## src/rtl/core/dfiir_ram.sv

```systemverilog
// synchronous ram with one write port, one registered read port and per-entry valid bits
`default_nettype none

module dfiir_ram #(
  parameter int AW = 6,
  parameter int DW = 48
) (
  input  wire logic          clk,
  input  wire logic          rst_n,
  input  wire logic          wr_en,
  input  wire logic [AW-1:0] wr_addr,
  input  wire logic [DW-1:0] wr_data,
  input  wire logic          rd_en,
  input  wire logic [AW-1:0] rd_addr,
  output logic      [DW-1:0] rd_data
);

  localparam int DEPTH = 1 << AW;

  logic [DW-1:0]    mem [DEPTH];
  logic [DEPTH-1:0] vld_r;
  logic [DW-1:0]    rd_mem_r;
  logic             rd_vld_r;

  always_ff @(posedge clk) begin
    if (wr_en) begin
      mem[wr_addr] <= wr_data;
    end
    if (rd_en) begin
      rd_mem_r <= mem[rd_addr];
    end
  end

  always_ff @(posedge clk) begin
    if (!rst_n) begin
      vld_r    <= '0;
      rd_vld_r <= 1'b0;
    end else begin
      if (wr_en) begin
        vld_r[wr_addr] <= 1'b1;
      end
      if (rd_en) begin
        rd_vld_r <= vld_r[rd_addr];
      end
    end
  end

  // unwritten entries read as zero
  assign rd_data = rd_vld_r ? rd_mem_r : '0;

endmodule

`default_nettype wire

```

## config.mk

```make
export PLATFORM = sky130hd
export DESIGN_NAME = dfiir_ram
export DESIGN_NICKNAME = d
export VERILOG_FILES = /design/src/rtl/core/dfiir_ram.sv
export SDC_FILE = /design/constraint.sdc
export NUM_CORES = 2
export LEC_CHECK = 0
export BUFFER_PORTS_ARGS = -buffer_cell sky130_fd_sc_hd__buf_2
export CORE_UTILIZATION = 37
export CTS_BUF_LIST = sky130_fd_sc_hd__clkbuf_8
export CTS_CLUSTER_DIAMETER = 80
export CTS_CLUSTER_SIZE = 20
export DETAILED_ROUTE_END_ITERATION = 6
export PLACE_DENSITY = 0.57
export SETUP_SLACK_MARGIN = 0.3
export SKIP_CTS_REPAIR_TIMING = 1
export SLEW_MARGIN = 20
export SYNTH_ARGS = -nofsm -noshare
export SYNTH_HDL_FRONTEND = slang
export SYNTH_SLANG_ARGS = --single-unit
```

## constraint.sdc

```tcl
create_clock -name clk -period 6.7 [get_ports clk]
set_input_delay 0 -clock clk [delete_from_list [all_inputs] [get_ports clk]]
set_output_delay 0 -clock clk [all_outputs]
set_load 0.02 [all_outputs]
```

==> flow_summary.ini <==
[logic_synthesis]
yosysMostFrequentCell = edfxtp_1
syn-num-nets = 4824
synthAdderAreaFrac_pct = 0
ys_ff_latch = 3185
synth_area_leader_cell = edfxtp_1
ys_seq_area_share_pct = 78.7
synth_xor_area_share_pct = 0
synth_top_family_by_area = multiplexers
synth_cell_types = 36
postSynth.asyncResetShare_pct = 0
synth_flop_cell = edfxtp_1
syn_avg_cell_area_um2 = 25.4
synth_common_cells = 3120 x edfxtp_1, 994 x mux4_2, 118 x clkbuf_1
yosys-top-cells-area = edfxtp_1 78%, mux4_2 19%, dfxtp_1 1.1%
syn-cell-area_um2 = 121000
yosys.area_share.simple_pct = 0.707
netlist.area_leader.share_pct = 77.6
synth_compound_area_share_pct = 0.566
synth_mux_area_share_pct = 19.1
ys_warn_count = 0
postSynthCellCount = 4760
synth_edf_count = 3120

[cts]
cts.reportedPaths.clkPinSlew_ns = 0.12
worst_skew_pair.late_latency_ns = 1.05
cts.sinks = 3185
numCtsBuffers = 189
cts_tree = built
cts_max_path_buffers = 4
clock-root-buffer = clkbuf_8
h-tree-depth = 4

[critical_path]
cp_max_fo = 32
cp.arrival_ns = 3.58
required_ns = 7.29
critPathLaunchType = primary input
path_class = primary input to flip-flop
cp-end-kind = flip-flop

[placed_design]
hpwl_um = 168000
place_congestion = 0.753
io_buffers = 111

[global_route]
grt_pass1_wl_um = 444000
grtUsageTotal_pct = 19.3
grt_pass1_vias = 54800
grt_max_degree = 143
grt_overflow = 0
antenna_found_initial = 29

[detailed_routing]
routed-via-count = 54100
wl_per_cell_um = 34.1
drcViolationCount = 14
first_iter_violations = 6723
vias_per_cell = 5.76
dr.pass1.iters = 7
wl_um = 321000
ant_nets = 0

[die]
io-pin-count = 112
die_w_um = 573
die_y_um = 573
coreArea_um2 = 325000
die_area_um2 = 329000
start_util_pct = 37.2
rows = 209

[power]
power_density_nw_per_um2 = 250
peakVddDrop_uv = 183
p_leak_uw = 0.0392

[sta]
finClkSkew_ns = 0.0766
report.final.setup_viol = 0
slew_viol_final = 0
fmax_mhz = 335
rsz0062_at_grt = no
tns_ns = 0
maxSlewHeadroom_pct = 20.3
fin_crit_ns = 2.99
max_slew.worst_pin.slew_ns = 1.20
hold_viol_final = 0
fin_crit_sh_pct = 44.6

[layout]
syn_to_final_growth_pct = 8.66
final_nets = 5071
fin_util_pct = 40.4
drive_above_1_share_pct = 30.0

[hold_path]
hold_class = primary input to flip-flop

[flow_run]
cap_violations = 0

[run_status]
status = complete, but fails checks
violations = design-rule violations
-- critical path, stage by stage --
cell	delay, ns
dlygate4sd3_1	0.61
buf_2	0.29
nor2b_1	0.25
nand3_1	0.53
nor2_4	0.92
buf_4	0.85
-- layout make-up --
type / count / area [um^2]
fillers: 28000 / 193000
flip-flops and latches: 3185 / 95000
multi-input cells: 1322 / 25100
well taps: 4325 / 5410
clock buffers: 193 / 2660
repair buffers: 309 / 2630
clock inverters: 52 / 414
diodes: 14 / 35.0
-- routing by layer --
layer | vias to the layer above | global-route usage, % | share of wire, %
li1 | 21000 | - | -
met1 | 30800 | 27.7 | 42
met2 | 1996 | 31.7 | 49
met3 | 378 | 2.42 | 6.1
met4 | 4 | 4.53 | 2.6
met5 | - | 0 | 0.0078
-- layout by cell type (no fill, tap or decap), types with 60 or more instances in the layout --
cell type / n
buf_2: 89
buf_4: 124
clkbuf_8: 194
dfxtp_1: 64
dlygate4sd3_1: 64
edfxtp_1: 3120
mux2i_1: 65
mux4_2: 994
nor2_4: 60
o21a_1: 64
-- through the flow --
step | cell area [um^2] | total power, uW | instances | hold WS (ns) | worst slack [ns]
floorplan | 121000 | 23600 | 4760 | 0.0989 | 2.38
global placement | 127000 | 24400 | 9074 | 0.441 | 3.28
detailed placement | 127000 | 24400 | 9076 | 0.450 | 3.27
CTS | 130000 | 33000 | 9321 | -0.669 | 3.87
global route | 131000 | 33700 | 9392 | -0.000918 | 3.70
finish | 131000 | 32800 | 9400 | 0.0393 | 3.71
-- registers in the layout, summed over array words and instances, names as in the netlist --
name,count
rd_mem_r,48
mem,3072
vld_r,64
rd_vld_r,1
-- cell families after synthesis --
family                 Yosys count
AOI/OAI and AO/OA               92
muxes                         1063
buffers and inverters          253
and+or+nand+nor                167
DFF                           3185
-- power breakdown --
part / internal [uW] / switching [uW] / leakage (uW)
sequential: 22000 / 71.0 / 0.0286
clock: 2870 / 5940 / 0.00169
combinational: 791 / 1080 / 0.00891
-- path summary, 6_finish.rpt --
kind              start           end  slack, ns  depth (start not counted)
max          wr_addr[2]   mem[22][35]       3.71                          6
min          rd_addr[1]  rd_mem_r[39]       0.04                          3
max reg2reg  mem[7][24]  rd_mem_r[24]       4.04                          6
min reg2reg   vld_r[35]     vld_r[35]       0.48                          1
Power figures use the tool's default switching activity.
