$ cat src/rtl/core/dfiir_pkg.sv
// shared types and constants for the direct-form iir filter core
`default_nettype none

package dfiir_pkg;

  localparam int CHANNELS = 2;
  localparam int MAX_TAPS = 16;

  localparam int CH_W   = (CHANNELS > 1) ? $clog2(CHANNELS) : 1;
  localparam int TAP_W  = $clog2(MAX_TAPS);
  localparam int LEN_W  = $clog2(MAX_TAPS + 1);
  localparam int MEM_AW = 1 + CH_W + TAP_W;

  localparam int SAMPLE_W = 32;
  localparam int COEF_W   = 32;
  localparam int HIST_W   = 48;
  localparam int ACC_W    = 64;
  localparam int GAIN_W   = 16;
  localparam int CNT_W    = 16;
  localparam int CFG_W    = 16;
  localparam int CFG_IDX_W = 3;
  localparam int FRAC_SHIFT = 24;
  localparam int OUT_SHIFT  = 31;

  localparam logic [GAIN_W-1:0] GAIN_UNITY = 16'h8000;

  localparam logic signed [SAMPLE_W-1:0] LIM16_LO = -32'sd32768;
  localparam logic signed [SAMPLE_W-1:0] LIM16_HI = 32'sd32767;
  localparam logic signed [SAMPLE_W-1:0] LIM32_LO = 32'sh8000_0000;
  localparam logic signed [SAMPLE_W-1:0] LIM32_HI = 32'sh7fff_ffff;

  typedef enum logic [1:0] {
    KIND_SAMPLE    = 2'd0,
    KIND_NUM_TAP   = 2'd1,
    KIND_DEN_TAP   = 2'd2,
    KIND_FRAME_END = 2'd3
  } item_kind_t;

  typedef enum logic [CFG_IDX_W-1:0] {
    REG_PRE_GAIN  = 3'd0,
    REG_POST_GAIN = 3'd1,
    REG_NUM_LEN   = 3'd2,
    REG_DEN_LEN   = 3'd3,
    REG_FORMAT    = 3'd4
  } cfg_reg_t;

  typedef enum logic [2:0] {
    S_IDLE,
    S_PUSH,
    S_RUN,
    S_DRAIN,
    S_POST,
    S_DONE
  } fsm_state_t;

  typedef struct packed {
    logic vld;
    logic sub;
  } mac_ctl_t;

endpackage

`default_nettype wire

$ cat src/rtl/core/dfiir_post.sv
// wet gain scaling and output saturation
`default_nettype none

module dfiir_post
  import dfiir_pkg::*;
(
  input  wire logic                       clk,
  input  wire logic                       rst_n,
  input  wire logic                       start,
  input  wire logic signed [HIST_W-1:0]   sum,
  input  wire logic        [GAIN_W-1:0]   gain,
  input  wire logic                       fmt,
  output logic                            done,
  output logic signed [SAMPLE_W-1:0]      y,
  output logic                            clip
);

  localparam int FULL_W = HIST_W + GAIN_W + 2;

  logic [GAIN_W-1:0]        g;
  logic signed [FULL_W-1:0] v_full;
  logic signed [ACC_W-1:0]  v_r;
  logic                     fmt_r;
  logic                     v_vld_r;
  logic                     done_r;

  logic signed [SAMPLE_W-1:0] lo_lim, hi_lim;
  logic signed [ACC_W-1:0]    lo_v, hi_v;
  logic signed [SAMPLE_W-1:0] q;
  logic signed [SAMPLE_W-1:0] y_r;
  logic                       clip_r;

  assign g      = (gain > GAIN_UNITY) ? GAIN_UNITY : gain;
  assign v_full = $signed(sum) * $signed({1'b0, g});

  always_ff @(posedge clk) begin
    if (start) begin
      v_r   <= v_full[ACC_W-1:0];
      fmt_r <= fmt;
    end
  end

  always_comb begin
    lo_lim = fmt_r ? LIM32_LO : LIM16_LO;
    hi_lim = fmt_r ? LIM32_HI : LIM16_HI;
    lo_v   = {lo_lim[SAMPLE_W-1], lo_lim, {OUT_SHIFT{1'b0}}};
    hi_v   = {hi_lim[SAMPLE_W-1], hi_lim, {OUT_SHIFT{1'b0}}};
    // round toward zero
    q = v_r[OUT_SHIFT+SAMPLE_W-1:OUT_SHIFT];
    if (v_r[ACC_W-1] && (|v_r[OUT_SHIFT-1:0])) begin
      q = q + 32'sd1;
    end
  end

  always_ff @(posedge clk) begin
    if (v_vld_r) begin
      if (v_r < lo_v) begin
        y_r    <= lo_lim;
        clip_r <= 1'b1;
      end else if (v_r > hi_v) begin
        y_r    <= hi_lim;
        clip_r <= 1'b1;
      end else begin
        y_r    <= q;
        clip_r <= 1'b0;
      end
    end
  end

  always_ff @(posedge clk) begin
    if (!rst_n) begin
      v_vld_r <= 1'b0;
      done_r  <= 1'b0;
    end else begin
      v_vld_r <= start;
      done_r  <= v_vld_r;
    end
  end

  assign done = done_r;
  assign y    = y_r;
  assign clip = clip_r;

  a_start_idle: assert property (@(posedge clk) disable iff (!rst_n)
    start |-> !v_vld_r && !done_r)
    else $error("post stage restarted while busy");

endmodule

`default_nettype wire

$ cat config.mk
export PLATFORM = sky130hd
export DESIGN_NAME = dfiir_post
export DESIGN_NICKNAME = d
export VERILOG_FILES = /design/src/rtl/core/dfiir_pkg.sv /design/src/rtl/core/dfiir_post.sv
export SDC_FILE = /design/constraint.sdc
export NUM_CORES = 2
export LEC_CHECK = 0
export BUFFER_PORTS_ARGS = -buffer_cell sky130_fd_sc_hd__buf_4
export CORE_MARGIN = 1
export CORE_UTILIZATION = 50
export DETAILED_ROUTE_END_ITERATION = 8
export HOLD_SLACK_MARGIN = 0.08
export PLACE_DENSITY_LB_ADDON = 0.15
export SYNTH_ARGS = -nofsm -noshare
export SYNTH_HDL_FRONTEND = slang
export SYNTH_SLANG_ARGS = --single-unit
$ cat constraint.sdc
create_clock -name clk -period 7.8 [get_ports clk]
set_input_delay 0.78 -clock clk [delete_from_list [all_inputs] [get_ports clk]]
set_output_delay 0.78 -clock clk [all_outputs]
set_load 0.02 [all_outputs]
==> run summary <==
Outcome - finished, final reports clean
Top routing layer used - met4
Layout cells sized above 1 - 9.33%
Kind of critical path - input pin to flip-flop
Wire length on met3 - 5.44 mm
Mapped Nets - 4265
Leak - 16.5 nW
Width of the die - 250 um
Router iterations before antenna repair - 6
Diode count - 0
Most common cell on crit path - fa_1
Max incr delay on CP - 0.56 ns
CTS Root Cell - clkbuf_16
GRT overflow - 0
Register-to-Register Path Depth - 13
Routed wire length - 80.7 mm
Wirelength per Cell - 19.2 um
Cell accounting for the most synthesized area - fa_1
Initial antenna violation count - 0
CP Max Fanout - 20
Reg2reg start - fmt_r$_DFFE_PP_
Ports - 102
Slew margin rel. - 24.7%
Iteration-0 DRC Markers - 1268
Register Area - 2980 um2
Netlist Area Pre-Place - 30700 um2
Placed cell area - 33200 um2
Final Non-Filler Cells - 4201
Sequential fraction of the synthesis area - 9.71%
Avg Cell Area, Syn - 9.28 um2
Hold EP - fmt_r$_DFFE_PP_
Worst path arrival time - 7.62 ns
Die Ht - 250 um
Worst vdd ir - 0.000371 V
# clock sinks - 100
Drt via density - 5.36
Die area - 62400 um2
Metal-1 WL - 35.8 mm
Multi-input logic area - 24400 um2
Post-Route Utilization - 55.6%
Hold depth - 1
R2R setup slack - 2.55 ns
Via count - 22518
Final Cycle Share - 96.4%
Seq cells post-synth - 100
Max Freq - 133 MHz
WL met2 - 38.0 mm
# setup viols final - 0
GRT Overall Usage - 27.5%
WHS - 0.627 ns
FF-to-FF End - y[21]$_DFFE_PP_
Number of synthesized flops with an enable pin - 98
Fraction of registers with async set/reset - 0%
GPL Wtd Cong - 0.888
Worst-Margin Slew - 1.13 ns
Critical Path Start Type - input pin
CP max stage cell - fa_1
Final design area excluding fillers - 33600 um2
Slew Limit Fails - 0
Global-route wire length before repair - 135 mm
Post-synth top area share - 46.1%
Largest net degree at the start of global routing - 67
Hold Crit Class - input pin to flip-flop
Cell total after placement - 4179
Reg clk slew, reported paths - 0.08 ns
CTS buffer count - 9
Final ANT Viol Nets - 0
Ys flop type - edfxtp_1
TritonCTS clock tree - done
WP data required - 7.90 ns
Clock skew - 0.0131 ns
Synth-to-layout area growth - 9.49%
Setup TNS - 0 ns
# rows - 90
Number of global-route vias before repair - 25405
Critical Path Sink Type - flip-flop
CTS Buffer Depth - 2
Starting Density - 50.8%
Top cells by area, synth - fa_1, edfxtp_1, inv_1
HPWL after DPL - 63.6 mm
Core area - 60500 um2
Clock Latency Late Sink - 0.35 ns
Layout fillers - 5357
H-tree Lvls - 3
Pwr/cell area - 445 nW/um2
DRC - 0
Syn. warnings - 0
Netlist cell types - 75
Hold wc startpoint - fmt
Minimum clock period - 7.52 ns
Final Hold Vio Count - 0
Gate Count Post-Synth - 3310
Nets@finish - 4369
IO Port Bufs - 101
Max Cap Viol - 0
## synthesized netlist by cell type (6+ instances only)
| cell | number |
|---|---|
| inv_1 | 771 |
| fa_1 | 708 |
| nand2_1 | 453 |
| and2_1 | 384 |
| ha_1 | 179 |
| clkbuf_1 | 144 |
| edfxtp_1 | 98 |
| a21oi_1 | 91 |
| nor2_1 | 59 |
| xnor2_1 | 55 |
| xor2_1 | 42 |
| a21o_1 | 34 |
| o21ai_0 | 32 |
| nand3_1 | 31 |
| nor2b_1 | 23 |
| nand4_1 | 21 |
| and3_1 | 16 |
| nor4_1 | 15 |
| nand2b_1 | 13 |
| o21a_1 | 10 |
| o21ai_2 | 10 |
| o21bai_1 | 10 |
| a31oi_1 | 9 |
| nor3_1 | 9 |
| o211ai_1 | 7 |
| o21ai_1 | 7 |
| o2111ai_1 | 6 |
## stage by stage
stage / power [mW] / setup WS (ns)
floorplan: 9.84 / 0.264
global placement: 14.2 / -0.0416
detailed placement: 14.3 / -0.286
CTS: 14.9 / 0.0732
global route: 16.7 / -0.0907
finish: 15.0 / 0.277
## cells in the final DEF (no fill, tap or decap), types with 11 or more instances in the layout
cell type,synthesis,final
nand2_1,453,453
edfxtp_1,98,98
nor4_1,15,11
buf_12,0,18
and3_1,16,16
nand3_1,31,31
inv_1,771,771
and2_1,384,384
fa_1,708,708
nor2_1,59,59
a21o_1,34,34
ha_1,179,179
a21oi_1,91,90
xor2_1,42,42
nand2b_1,13,13
xnor2_1,55,55
o21ai_0,32,31
nand4_1,21,21
buf_4,0,228
## metal layers
layer	global-route usage [%]	up-vias
met5	0	-
met2	45.2	777
met4	5.52	0
met3	3.64	109
met1	39.0	11624
li1	-	10008
## sequential cells by signal, indices dropped and copies added (netlist names)
register	flops
done	1
clip	1
y	32
v_r	64
v_vld_r	1
fmt_r	1
## critical path, delay by kind of cell
| family | cells | cell delay [ns] |
|---|---|---|
| AOI/OAI and AO/OA | 3 | 0.62 |
| xor gates and xnor gates | 1 | 0.15 |
| adders and majority gates | 7 | 3.37 |
| buffers and inverters | 9 | 1.20 |
| and+or+nand+nor | 7 | 1.46 |
## power by group
| group | internal [mW] | switching [mW] |
|---|---|---|
| combinational | 5.75 | 7.23 |
| clock | 0.227 | 0.217 |
| sequential | 1.34 | 0.188 |
| total | 7.32 | 7.64 |
## cells by family (layout without fill, tap and decap cells)
kind of cell / count (synthesis) / count (layout) / share of synthesized area [%]
mux: 1 / 1 / 0.0367
flops: 100 / 100 / 9.71
fa+ha+maj: 887 / 887 / 53.4
buf+inv: 925 / 1034 / 11.4
compound gates: 259 / 259 / 5.67
xor+xnor: 97 / 97 / 2.77
simple gates: 1041 / 1041 / 17.0
## layout make-up
class / count / share of cell area (%)
clock buffers: 9 / 0.670
well taps: 782 / 2.91
flip-flops and latches: 100 / 8.87
multi-input cells: 2285 / 72.5
inverters: 772 / 8.62
repair buffers: 246 / 6.16
clock inverters: 7 / 0.231
## how the worst max path moves through the flow
stage	startpoint	depth (start not counted)	to
after detailed placement	gain[3]	27	v_r[61]$_DFFE_PP_
after CTS	gain[3]	27	v_r[63]$_DFFE_PP_
after global routing	gain[10]	28	v_r[63]$_DFFE_PP_
final	gain[5]	27	v_r[62]$_DFFE_PP_
after global placement	gain[5]	27	v_r[63]$_DFFE_PP_
after floorplan	gain[3]	26	v_r[56]$_DFFE_PP_
## repair_timing
item                                    4_1_cts  5_1_grt
hold buffers                                  0        0
endpoints found under the setup margin        0       16
resized for setup                             0       13
buffers inserted                              0        6
No activity file was read; power rests on OpenSTA's default activity.
